==> config.mk <==
export PLATFORM = sky130hd
export DESIGN_NAME = touch_sample_average_to_pixel_top
export DESIGN_NICKNAME = d
export VERILOG_FILES = /design/src/sv/tsap_pkg.sv /design/src/sv/tsap_divider.sv /design/src/sv/tsap_datapath.sv /design/src/sv/tsap_ctrl.sv /design/src/sv/touch_sample_average_to_pixel_top.sv
export VERILOG_INCLUDE_DIRS = /design/src /design/src/sv
export SDC_FILE = /design/constraint.sdc
export NUM_CORES = 1
export LEC_CHECK = 0
export ABC_AREA = 0
export ABC_CLOCK_PERIOD_IN_PS = 6200
export BUFFER_PORTS_ARGS = -buffer_cell sky130_fd_sc_hd__buf_4
export CORE_MARGIN = 4
export CORE_UTILIZATION = 58
export CTS_BUF_LIST = sky130_fd_sc_hd__clkbuf_8
export CTS_CLUSTER_SIZE = 12
export DETAILED_ROUTE_END_ITERATION = 10
export GPL_ROUTABILITY_DRIVEN = 1
export HOLD_SLACK_MARGIN = 0.12
export PLACE_DENSITY = 0.79
export SLEW_MARGIN = 20
export SYNTH_ARGS = -nofsm -noshare
export SYNTH_HDL_FRONTEND = slang
export SYNTH_SLANG_ARGS = --single-unit
export TNS_END_PERCENT = 20
==> constraint.sdc <==
create_clock -name aclk -period 6.2 [get_ports aclk]
set_clock_uncertainty 0.05 [all_clocks]
set_input_delay 0.31 -clock aclk [delete_from_list [all_inputs] [get_ports aclk]]
set_output_delay 0.31 -clock aclk [all_outputs]
set_load 0.02 [all_outputs]
==> src/sv/touch_sample_average_to_pixel_top_macros.svh <==
// Assertion macros shared by the touch averaging block.
`ifndef TOUCH_SAMPLE_AVERAGE_TO_PIXEL_TOP_MACROS_SVH
`define TOUCH_SAMPLE_AVERAGE_TO_PIXEL_TOP_MACROS_SVH

// Implication checked in the same cycle.
`define TSAP_ASSERT_IMPLY(lbl, clk, rstn, ante, cons, msg) \
    lbl: assert property (@(posedge clk) disable iff (!rstn) (ante) |-> (cons)) \
        else $error(msg);

// Implication checked in the cycle after the antecedent.
`define TSAP_ASSERT_NEXT(lbl, clk, rstn, ante, cons, msg) \
    lbl: assert property (@(posedge clk) disable iff (!rstn) (ante) |=> (cons)) \
        else $error(msg);

`endif

==> src/sv/tsap_pkg.sv <==
// Shared constants, codes and controller/datapath types of the touch averaging block.
package tsap_pkg;

    localparam int ADC_BITS_DEF    = 12;
    localparam int MAX_SAMPLES_DEF = 16;

    localparam int MARGIN_W   = 12;
    localparam int FS_W       = 13;
    localparam int SIZE_W     = 10;
    localparam int SPR_W      = 5;
    localparam int CFG_IDX_W  = 3;
    localparam int CFG_DATA_W = 13;
    localparam int OP_W       = 3;

    localparam logic [FS_W-1:0]   FS_RESET     = 13'd4096;
    localparam logic [SIZE_W-1:0] WIDTH_RESET  = 10'd320;
    localparam logic [SIZE_W-1:0] HEIGHT_RESET = 10'd240;
    localparam logic [SPR_W-1:0]  SPR_RESET    = 5'd4;

    // Configuration register indexes.
    localparam logic [CFG_IDX_W-1:0] REG_X_LEFT_MARGIN    = 3'd0;
    localparam logic [CFG_IDX_W-1:0] REG_X_RIGHT_MARGIN   = 3'd1;
    localparam logic [CFG_IDX_W-1:0] REG_Y_TOP_MARGIN     = 3'd2;
    localparam logic [CFG_IDX_W-1:0] REG_Y_BOTTOM_MARGIN  = 3'd3;
    localparam logic [CFG_IDX_W-1:0] REG_ADC_FULL_SCALE   = 3'd4;
    localparam logic [CFG_IDX_W-1:0] REG_SCREEN_WIDTH     = 3'd5;
    localparam logic [CFG_IDX_W-1:0] REG_SCREEN_HEIGHT    = 3'd6;
    localparam logic [CFG_IDX_W-1:0] REG_SAMPLES_PER_READ = 3'd7;

    // Division operations run by the shared divider, in issue order.
    localparam logic [OP_W-1:0] OP_PPX_X = 3'd0;
    localparam logic [OP_W-1:0] OP_AVG_X = 3'd1;
    localparam logic [OP_W-1:0] OP_SCL_X = 3'd2;
    localparam logic [OP_W-1:0] OP_PPX_Y = 3'd3;
    localparam logic [OP_W-1:0] OP_AVG_Y = 3'd4;
    localparam logic [OP_W-1:0] OP_SCL_Y = 3'd5;

    typedef struct packed {
        logic            accept;
        logic            div_start;
        logic            div_store;
        logic            out_load;
        logic [OP_W-1:0] op;
    } dp_cmd_t;

    typedef struct packed {
        logic round_end;
        logic found;
        logic div_done;
    } dp_status_t;

endpackage

==> src/sv/tsap_divider.sv <==
// Restoring divider that produces one quotient bit per cycle.
module tsap_divider #(
    parameter int DIVIDEND_W = 17,
    parameter int DIVISOR_W  = 13
) (
    input  logic                  aclk,
    input  logic                  aresetn,
    input  logic                  start,
    input  logic [DIVIDEND_W-1:0] dividend,
    input  logic [DIVISOR_W-1:0]  divisor,
    output logic [DIVIDEND_W-1:0] quotient,
    output logic                  done
);

    localparam int CNT_W = (DIVIDEND_W > 1) ? $clog2(DIVIDEND_W) : 1;

    logic [DIVIDEND_W-1:0] quo_reg, quo_next;
    logic [DIVISOR_W-1:0]  rem_reg, rem_next;
    logic [DIVISOR_W-1:0]  dvs_reg, dvs_next;
    logic [CNT_W-1:0]      cnt_reg, cnt_next;
    logic                  busy_reg, busy_next;
    logic                  done_reg, done_next;

    logic [DIVISOR_W:0]    shifted;
    logic [DIVISOR_W+1:0]  diff;
    logic                  ge;

    assign shifted = {rem_reg, quo_reg[DIVIDEND_W-1]};
    assign diff    = {1'b0, shifted} - {2'b00, dvs_reg};
    assign ge      = ~diff[DIVISOR_W+1];

    always_comb begin
        quo_next  = quo_reg;
        rem_next  = rem_reg;
        dvs_next  = dvs_reg;
        cnt_next  = cnt_reg;
        busy_next = busy_reg;
        done_next = 1'b0;
        if (start) begin
            quo_next  = dividend;
            rem_next  = '0;
            dvs_next  = divisor;
            cnt_next  = CNT_W'(DIVIDEND_W - 1);
            busy_next = 1'b1;
        end else if (busy_reg) begin
            quo_next = {quo_reg[DIVIDEND_W-2:0], ge};
            rem_next = ge ? diff[DIVISOR_W-1:0] : shifted[DIVISOR_W-1:0];
            cnt_next = cnt_reg - 1'b1;
            if (cnt_reg == '0) begin
                busy_next = 1'b0;
                done_next = 1'b1;
            end
        end
    end

    always_ff @(posedge aclk) begin
        if (!aresetn) begin
            busy_reg <= 1'b0;
            done_reg <= 1'b0;
            cnt_reg  <= '0;
        end else begin
            busy_reg <= busy_next;
            done_reg <= done_next;
            cnt_reg  <= cnt_next;
        end
    end

    always_ff @(posedge aclk) begin
        quo_reg <= quo_next;
        rem_reg <= rem_next;
        dvs_reg <= dvs_next;
    end

    assign quotient = quo_reg;
    assign done     = done_reg;

endmodule

==> src/sv/tsap_datapath.sv <==
// Datapath: configuration registers, sample accumulators, divider operands and result registers.
`include "touch_sample_average_to_pixel_top_macros.svh"

module tsap_datapath #(
    parameter int ADC_BITS    = tsap_pkg::ADC_BITS_DEF,
    parameter int MAX_SAMPLES = tsap_pkg::MAX_SAMPLES_DEF
) (
    input  logic                             aclk,
    input  logic                             aresetn,
    input  logic                             cfg_wr_en,
    input  logic [tsap_pkg::CFG_IDX_W-1:0]   cfg_index,
    input  logic [tsap_pkg::CFG_DATA_W-1:0]  cfg_wr_data,
    input  logic                             s_x_pen_down,
    input  logic [ADC_BITS-1:0]              s_x_sample,
    input  logic                             s_y_pen_down,
    input  logic [ADC_BITS-1:0]              s_y_sample,
    input  tsap_pkg::dp_cmd_t                cmd,
    output tsap_pkg::dp_status_t             status,
    output logic                             m_found,
    output logic [tsap_pkg::SIZE_W-1:0]      m_x_position,
    output logic [tsap_pkg::SIZE_W-1:0]      m_y_position
);

    localparam int MARGIN_W = tsap_pkg::MARGIN_W;
    localparam int FS_W     = tsap_pkg::FS_W;
    localparam int SIZE_W   = tsap_pkg::SIZE_W;
    localparam int SPR_W    = tsap_pkg::SPR_W;
    localparam int CNT_W    = $clog2(MAX_SAMPLES + 1);
    localparam int SUM_W    = ADC_BITS + CNT_W;
    localparam int DIV_N    = (SUM_W > FS_W) ? SUM_W : FS_W;
    localparam int DIV_M    = (CNT_W > FS_W) ? CNT_W : FS_W;
    localparam int CMP_W    = ((CNT_W > SPR_W) ? CNT_W : SPR_W) + 1;
    localparam int SPAN_W   = FS_W + 1;

    // Configuration registers.
    logic [MARGIN_W-1:0] x_left_reg, x_right_reg, y_top_reg, y_bottom_reg;
    logic [FS_W-1:0]     full_scale_reg;
    logic [SIZE_W-1:0]   width_reg, height_reg;
    logic [SPR_W-1:0]    spr_reg;

    // Round state.
    logic [CNT_W-1:0] step_reg, x_count_reg, y_count_reg;
    logic [SUM_W-1:0] x_sum_reg, y_sum_reg;

    // Intermediate and result registers.
    logic [DIV_M-1:0]  ppx_reg;
    logic [DIV_N-1:0]  off_reg;
    logic [SIZE_W-1:0] x_pos_reg, y_pos_reg;
    logic              found_reg;
    logic [SIZE_W-1:0] x_out_reg, y_out_reg;

    always_ff @(posedge aclk) begin
        if (!aresetn) begin
            x_left_reg     <= '0;
            x_right_reg    <= '0;
            y_top_reg      <= '0;
            y_bottom_reg   <= '0;
            full_scale_reg <= tsap_pkg::FS_RESET;
            width_reg      <= tsap_pkg::WIDTH_RESET;
            height_reg     <= tsap_pkg::HEIGHT_RESET;
            spr_reg        <= tsap_pkg::SPR_RESET;
        end else if (cfg_wr_en) begin
            unique case (cfg_index)
                tsap_pkg::REG_X_LEFT_MARGIN:    x_left_reg     <= cfg_wr_data[MARGIN_W-1:0];
                tsap_pkg::REG_X_RIGHT_MARGIN:   x_right_reg    <= cfg_wr_data[MARGIN_W-1:0];
                tsap_pkg::REG_Y_TOP_MARGIN:     y_top_reg      <= cfg_wr_data[MARGIN_W-1:0];
                tsap_pkg::REG_Y_BOTTOM_MARGIN:  y_bottom_reg   <= cfg_wr_data[MARGIN_W-1:0];
                tsap_pkg::REG_ADC_FULL_SCALE:   full_scale_reg <= cfg_wr_data[FS_W-1:0];
                tsap_pkg::REG_SCREEN_WIDTH:     width_reg      <= cfg_wr_data[SIZE_W-1:0];
                tsap_pkg::REG_SCREEN_HEIGHT:    height_reg     <= cfg_wr_data[SIZE_W-1:0];
                tsap_pkg::REG_SAMPLES_PER_READ: spr_reg        <= cfg_wr_data[SPR_W-1:0];
                default: ;
            endcase
        end
    end

    // A round ends when the incremented step count reaches the clamped round length.
    logic [CMP_W-1:0] step_inc, spr_ext, spr_eff;

    always_comb begin
        step_inc = CMP_W'(step_reg) + 1'b1;
        spr_ext  = CMP_W'(spr_reg);
        if (spr_ext == '0) begin
            spr_eff = CMP_W'(1);
        end else if (spr_ext > CMP_W'(MAX_SAMPLES)) begin
            spr_eff = CMP_W'(MAX_SAMPLES);
        end else begin
            spr_eff = spr_ext;
        end
    end

    assign status.round_end = (step_inc >= spr_eff);
    assign status.found     = (y_count_reg != '0);

    always_ff @(posedge aclk) begin
        if (!aresetn) begin
            step_reg    <= '0;
            x_count_reg <= '0;
            y_count_reg <= '0;
            x_sum_reg   <= '0;
            y_sum_reg   <= '0;
        end else if (cmd.out_load) begin
            step_reg    <= '0;
            x_count_reg <= '0;
            y_count_reg <= '0;
            x_sum_reg   <= '0;
            y_sum_reg   <= '0;
        end else if (cmd.accept) begin
            step_reg <= step_reg + 1'b1;
            if (s_x_pen_down) begin
                x_sum_reg   <= x_sum_reg + SUM_W'(s_x_sample);
                x_count_reg <= x_count_reg + 1'b1;
                if (s_y_pen_down) begin
                    y_sum_reg   <= y_sum_reg + SUM_W'(s_y_sample);
                    y_count_reg <= y_count_reg + 1'b1;
                end
            end
        end
    end

    // Operand selection for the shared divider.
    logic              axis_y;
    logic [MARGIN_W-1:0] near_m, far_m;
    logic [SIZE_W-1:0] size_sel;
    logic [SPAN_W-1:0] margin_sum, span;
    logic [DIV_N-1:0]  dividend;
    logic [DIV_M-1:0]  divisor;
    logic [DIV_N-1:0]  quotient;

    assign axis_y = (cmd.op == tsap_pkg::OP_PPX_Y) || (cmd.op == tsap_pkg::OP_AVG_Y) ||
                    (cmd.op == tsap_pkg::OP_SCL_Y);
    assign near_m   = axis_y ? y_top_reg    : x_left_reg;
    assign far_m    = axis_y ? y_bottom_reg : x_right_reg;
    assign size_sel = axis_y ? height_reg   : width_reg;

    always_comb begin
        margin_sum = SPAN_W'(near_m) + SPAN_W'(far_m);
        span = (margin_sum > SPAN_W'(full_scale_reg)) ? '0
                                                     : SPAN_W'(full_scale_reg) - margin_sum;
    end

    always_comb begin
        dividend = '0;
        divisor  = '0;
        unique case (cmd.op)
            tsap_pkg::OP_PPX_X, tsap_pkg::OP_PPX_Y: begin
                dividend = DIV_N'(span);
                divisor  = (size_sel == '0) ? DIV_M'(1) : DIV_M'(size_sel);
            end
            tsap_pkg::OP_AVG_X: begin
                dividend = DIV_N'(x_sum_reg);
                divisor  = DIV_M'(x_count_reg);
            end
            tsap_pkg::OP_AVG_Y: begin
                dividend = DIV_N'(y_sum_reg);
                divisor  = DIV_M'(y_count_reg);
            end
            tsap_pkg::OP_SCL_X, tsap_pkg::OP_SCL_Y: begin
                dividend = off_reg;
                divisor  = ppx_reg;
            end
            default: ;
        endcase
    end

    tsap_divider #(
        .DIVIDEND_W(DIV_N),
        .DIVISOR_W (DIV_M)
    ) u_divider (
        .aclk    (aclk),
        .aresetn (aresetn),
        .start   (cmd.div_start),
        .dividend(dividend),
        .divisor (divisor),
        .quotient(quotient),
        .done    (status.div_done)
    );

    // Post-processing of each quotient as it is stored.
    logic [SIZE_W-1:0] pos_val;

    assign pos_val = (quotient > DIV_N'(size_sel)) ? '0
                                                   : size_sel - quotient[SIZE_W-1:0];

    always_ff @(posedge aclk) begin
        if (cmd.div_store) begin
            unique case (cmd.op)
                tsap_pkg::OP_PPX_X, tsap_pkg::OP_PPX_Y: begin
                    ppx_reg <= (quotient == '0) ? DIV_M'(1) : quotient[DIV_M-1:0];
                end
                tsap_pkg::OP_AVG_X, tsap_pkg::OP_AVG_Y: begin
                    off_reg <= (quotient > DIV_N'(near_m)) ? quotient - DIV_N'(near_m) : '0;
                end
                tsap_pkg::OP_SCL_X: x_pos_reg <= pos_val;
                tsap_pkg::OP_SCL_Y: y_pos_reg <= pos_val;
                default: ;
            endcase
        end
    end

    // Output payload; the positions read as zero when nothing was found.
    always_ff @(posedge aclk) begin
        if (cmd.out_load) begin
            found_reg <= status.found;
            x_out_reg <= status.found ? x_pos_reg : '0;
            y_out_reg <= status.found ? y_pos_reg : '0;
        end
    end

    assign m_found      = found_reg;
    assign m_x_position = x_out_reg;
    assign m_y_position = y_out_reg;

    `TSAP_ASSERT_IMPLY(a_ycnt_le_xcnt, aclk, aresetn, 1'b1, y_count_reg <= x_count_reg, "y count above x count")
    `TSAP_ASSERT_IMPLY(a_xcnt_le_step, aclk, aresetn, 1'b1, x_count_reg <= step_reg, "x count above step count")
    `TSAP_ASSERT_NEXT(a_clear_on_out, aclk, aresetn, cmd.out_load, step_reg == '0 && y_sum_reg == '0, "round state not cleared")
    `TSAP_ASSERT_IMPLY(a_ppx_nonzero, aclk, aresetn, cmd.div_start && (cmd.op == tsap_pkg::OP_SCL_X || cmd.op == tsap_pkg::OP_SCL_Y), ppx_reg != '0, "zero counts per pixel")

endmodule

==> src/sv/tsap_ctrl.sv <==
// Controller: accepts items, divides six times at a round end with Y found; drives the result handshake.
module tsap_ctrl (
    input  logic                 aclk,
    input  logic                 aresetn,
    input  logic                 s_valid,
    output logic                 s_ready,
    output logic                 m_valid,
    input  logic                 m_ready,
    output tsap_pkg::dp_cmd_t    cmd,
    input  tsap_pkg::dp_status_t status
);

    localparam logic [2:0] S_IDLE  = 3'd0;
    localparam logic [2:0] S_EVAL  = 3'd1;
    localparam logic [2:0] S_START = 3'd2;
    localparam logic [2:0] S_WAIT  = 3'd3;
    localparam logic [2:0] S_OUT   = 3'd4;

    logic [2:0]                state_reg, state_next;
    logic [tsap_pkg::OP_W-1:0] op_reg, op_next, op_succ;
    logic                      m_valid_reg, m_valid_next;
    logic                      accept, out_free;

    assign s_ready  = (state_reg == S_IDLE);
    assign accept   = s_valid && s_ready;
    assign out_free = !m_valid_reg || m_ready;

    always_comb begin
        unique case (op_reg)
            tsap_pkg::OP_PPX_X: op_succ = tsap_pkg::OP_AVG_X;
            tsap_pkg::OP_AVG_X: op_succ = tsap_pkg::OP_SCL_X;
            tsap_pkg::OP_SCL_X: op_succ = tsap_pkg::OP_PPX_Y;
            tsap_pkg::OP_PPX_Y: op_succ = tsap_pkg::OP_AVG_Y;
            tsap_pkg::OP_AVG_Y: op_succ = tsap_pkg::OP_SCL_Y;
            default:            op_succ = tsap_pkg::OP_PPX_X;
        endcase
    end

    always_comb begin
        state_next    = state_reg;
        op_next       = op_reg;
        m_valid_next  = m_valid_reg && !m_ready;
        cmd.accept    = accept;
        cmd.div_start = 1'b0;
        cmd.div_store = 1'b0;
        cmd.out_load  = 1'b0;
        cmd.op        = op_reg;
        unique case (state_reg)
            S_IDLE: begin
                if (accept && status.round_end) begin
                    state_next = S_EVAL;
                end
            end
            S_EVAL: begin
                // Sums now include the final item of the round.
                op_next    = tsap_pkg::OP_PPX_X;
                state_next = status.found ? S_START : S_OUT;
            end
            S_START: begin
                cmd.div_start = 1'b1;
                state_next    = S_WAIT;
            end
            S_WAIT: begin
                if (status.div_done) begin
                    cmd.div_store = 1'b1;
                    if (op_reg == tsap_pkg::OP_SCL_Y) begin
                        state_next = S_OUT;
                    end else begin
                        op_next    = op_succ;
                        state_next = S_START;
                    end
                end
            end
            S_OUT: begin
                if (out_free) begin
                    cmd.out_load = 1'b1;
                    m_valid_next = 1'b1;
                    state_next   = S_IDLE;
                end
            end
            default: begin
                state_next = S_IDLE;
            end
        endcase
    end

    always_ff @(posedge aclk) begin
        if (!aresetn) begin
            state_reg   <= S_IDLE;
            op_reg      <= tsap_pkg::OP_PPX_X;
            m_valid_reg <= 1'b0;
        end else begin
            state_reg   <= state_next;
            op_reg      <= op_next;
            m_valid_reg <= m_valid_next;
        end
    end

    assign m_valid = m_valid_reg;

endmodule

==> src/sv/touch_sample_average_to_pixel_top.sv <==
// Top level of the resistive touch averaging and pixel calibration block.
//
//  Channel  Ports                                                   Direction
//  s_       s_valid s_ready s_x_pen_down s_x_sample s_y_pen_down
//           s_y_sample                                              in
//  m_       m_valid m_ready m_found m_x_position m_y_position       out
//  cfg_     cfg_wr_en cfg_index cfg_wr_data                         in
//
// An item that does not end a round is taken while s_ready is high in the idle state.
// After the item that ends a round, the EVAL state runs; when a Y sample was found,
// six divisions follow on one bit-serial divider of DIV_N bits, DIV_N being
// max(ADC_BITS + clog2(MAX_SAMPLES + 1), 13); no item is taken before OUT is left.
// Input items keep flowing while a result waits; a round end stalls until the output
// register is free. Synchronous active-low reset restores the configuration defaults.
module touch_sample_average_to_pixel_top #(
    parameter int ADC_BITS    = tsap_pkg::ADC_BITS_DEF,
    parameter int MAX_SAMPLES = tsap_pkg::MAX_SAMPLES_DEF
) (
    input  logic                            aclk,
    input  logic                            aresetn,
    input  logic                            cfg_wr_en,
    input  logic [tsap_pkg::CFG_IDX_W-1:0]  cfg_index,
    input  logic [tsap_pkg::CFG_DATA_W-1:0] cfg_wr_data,
    input  logic                            s_valid,
    output logic                            s_ready,
    input  logic                            s_x_pen_down,
    input  logic [ADC_BITS-1:0]             s_x_sample,
    input  logic                            s_y_pen_down,
    input  logic [ADC_BITS-1:0]             s_y_sample,
    output logic                            m_valid,
    input  logic                            m_ready,
    output logic                            m_found,
    output logic [tsap_pkg::SIZE_W-1:0]     m_x_position,
    output logic [tsap_pkg::SIZE_W-1:0]     m_y_position
);

    tsap_pkg::dp_cmd_t    cmd;
    tsap_pkg::dp_status_t status;

    tsap_ctrl u_ctrl (
        .aclk   (aclk),
        .aresetn(aresetn),
        .s_valid(s_valid),
        .s_ready(s_ready),
        .m_valid(m_valid),
        .m_ready(m_ready),
        .cmd    (cmd),
        .status (status)
    );

    tsap_datapath #(
        .ADC_BITS   (ADC_BITS),
        .MAX_SAMPLES(MAX_SAMPLES)
    ) u_datapath (
        .aclk        (aclk),
        .aresetn     (aresetn),
        .cfg_wr_en   (cfg_wr_en),
        .cfg_index   (cfg_index),
        .cfg_wr_data (cfg_wr_data),
        .s_x_pen_down(s_x_pen_down),
        .s_x_sample  (s_x_sample),
        .s_y_pen_down(s_y_pen_down),
        .s_y_sample  (s_y_sample),
        .cmd         (cmd),
        .status      (status),
        .m_found     (m_found),
        .m_x_position(m_x_position),
        .m_y_position(m_y_position)
    );

endmodule
==> metrics.txt <==
run status=complete, no violations; Sink Count=263; post-CTS setup buffers=0; CTS tree=yes; share of cells above drive strength 1=0.108; final hold violation count=0; total power=3.74 mW; Rel. slew slack=0.360; synth cell count leaders=nand2_1 (296), dfxtp_1 (162), ha_1 (102); post-synth top area share=0.210; leakage=6.96 nW; Netlist cell types=71; antenna violations before repair=0; setup tns final=0 ps; final wirelength=37800 um; Async S/R FF share, synth=0; first-pass GRT wire length=60700 um; Longest Clk Path Bufs=3; CTS root buf=clkbuf_8; slowest CP cell=dfxtp_1; syn_nets=1909; CP Max Fanout=23; mapped cell area=15500 um2; Initial Util=0.592; Final Setup Violations=0; later-pin clock latency in the skew report=550 ps; #FFs+latches synth=263; syn_area_per_cell=8.81 um2; via count=12842; core footprint=26100 um2; top-count cell post-synth=nand2_1; I/O pin count=70; max incr delay on CP=780 ps; DRT iter0 DRCs=961; max_cap viols=0; delay-heaviest family, CP=compound AO/OA/AOI/OAI gates; largest cells by area after synthesis=dfxtp_1 (21%), edfxtp_1 (20%), ha_1 (8.3%); Post-DP Area=16100 um2; CP Cell Sequence=buf_4, nor2b_1, a22oi_1, and2_1, xnor2_1, ha_1, a21oi_1, o21ai_0, a41oi_1, a21oi_1, a21oi_1, xor2_1, ha_1, nand3_1, a211oi_1, o32a_1, a21o_1, nand3_1, o31ai_1; GRT met3 Usage=0.0411; fin crit share=0.871; die height=171 um; drt first pass iters=5; Reg clk slew, reported paths=60 ps; pre-CTS setup slack=867 ps; Max VDD drop=0.000130 V; antenna diode count=0; Arr. time, crit path=5730 ps; grt met1 use=0.322; CP Launch Type=flip-flop; fmax=0.185 GHz; WHS=162 ps; Layout Nets=1955; critical path class=flip-flop to flip-flop; RSZ-0062 raised after global routing=no; GRT busiest layer=met2; I/O Buffers=69; worst path bufs/invs=1; Crit path required time=6530 ps; synth warn=0; Tmin final=5400 ps; drt drc=0; CTS Buf Count=44; # fillers=2100; Post-synth EDFFs=101; post-synthesis sequential area ratio=0.406; final setup margin=799 ps; Routed wire per std cell=17.4 um; max-slew violations=0; largest net degree at the start of global routing=98; cell accounting for the most synthesized area=dfxtp_1; total die area=29300 um2; H-tree levels=2; GR Layer Usage met2=0.439; std cell rows=59; All-Layer GR Usage=0.253; P per Cell Area=218 nW/um2; Via density=5.92; gr ovfl total=0; Crit. End Element=flip-flop; cell area after layout=17200 um2; Hold Crit Class=primary input to flip-flop; vias in the first global route=12217; Slew @ Worst Pin=956 ps; cells after synthesis=1755; synthesis-to-finish area growth=11.2%; Post-DRT Antenna Nets=0; ys flop type=dfxtp_1; die width=171 um; most used cell, CP=a21oi_1; routability-driven placement congestion ratio=0.882; hpwl dp=27400 um
==> final timing paths <==
kind,from,end,slack [ps],cells past startpoint
setup / recovery,u_ctrl.op_reg[0]$_SDFFE_PN0P_,u_datapath.u_divider.quotient[4]$_DFFE_PP_,800,19
hold / removal,s_y_sample[1],u_datapath.y_sum_reg[1]$_SDFFE_PP0P_,160,4
setup reg to reg,u_ctrl.op_reg[0]$_SDFFE_PN0P_,u_datapath.u_divider.quotient[4]$_DFFE_PP_,800,19
hold reg to reg,u_datapath.y_bottom_reg[11]$_SDFFE_PN0P_,u_datapath.y_bottom_reg[11]$_SDFFE_PN0P_,410,2
==> layer usage <==
layer | up-vias | part of all wire
met5 | - | 0
met4 | 0 | 0.031
met3 | 85 | 0.063
met2 | 419 | 0.49
met1 | 6097 | 0.42
li1 | 6241 | -
==> cell usage in the layout (no fill, tap or decap), drive strengths merged, types with 5 or more instances in the layout <==
cell type	instances
edfxtp	101
nand4	18
mux2i	31
and2	16
mux2	35
a21boi	83
o221ai	5
nand3	41
xnor2	53
a211oi	12
clkinv	7
o21bai	5
a22oi	34
o21ai	98
a21oi	94
dlygate4sd3	16
nor4	5
a21o	15
nor2	101
clkbuf	55
or3	15
inv	107
nor2b	51
a31oi	15
buf	82
o211ai	7
dfxtp	162
o21a	12
xor2	31
nand2b	16
nand2	296
a22o	8
fa	5
and3	9
ha	102
nor3	35
a41oi	6
a211o	5
==> through the flow <==
step,cells,util
floorplan,1755,-
global placement,2074,0.617
detailed placement,2074,0.617
CTS,2171,0.658
global route,2171,0.658
finish,2171,0.658
==> where the power goes <==
group / internal (mW) / total, mW / switching [mW]
Sequential: 1.81 / 1.83 / 0.0247
Clock: 0.883 / 1.58 / 0.696
Combinational: 0.146 / 0.330 / 0.184
==> cells by family after synthesis <==
group | share of synthesized area
AO/OA/AOI/OAI | 0.177
multiplexers | 0.0456
adder cells (fa/ha/maj) | 0.0904
XOR/XNOR | 0.0476
buffers and inverters | 0.0484
AND/OR/NAND/NOR | 0.185
flip-flops | 0.406
==> tightest hold or removal path: stages <==
cell,delay [ps]
buf_4,110
inv_1,70
fa_1,160
a211oi_1,60
==> layout make-up <==
type / instances / area [um2] / share of cell area
clock buffer: 55 / 757 / 0.0440
clock inverter: 26 / 163 / 0.00946
inverter: 92 / 345 / 0.0201
multi-input combinational: 1302 / 8460 / 0.492
sequential: 263 / 6280 / 0.365
tap: 335 / 419 / 0.0244
timing repair buffer: 98 / 776 / 0.0451
==> repair_timing <==
item,in CTS,in global routing
hold buffers,16,0
endpoints found under the hold margin,89,0
gates resized for setup,0,0
Power figures use the tool's default switching activity.
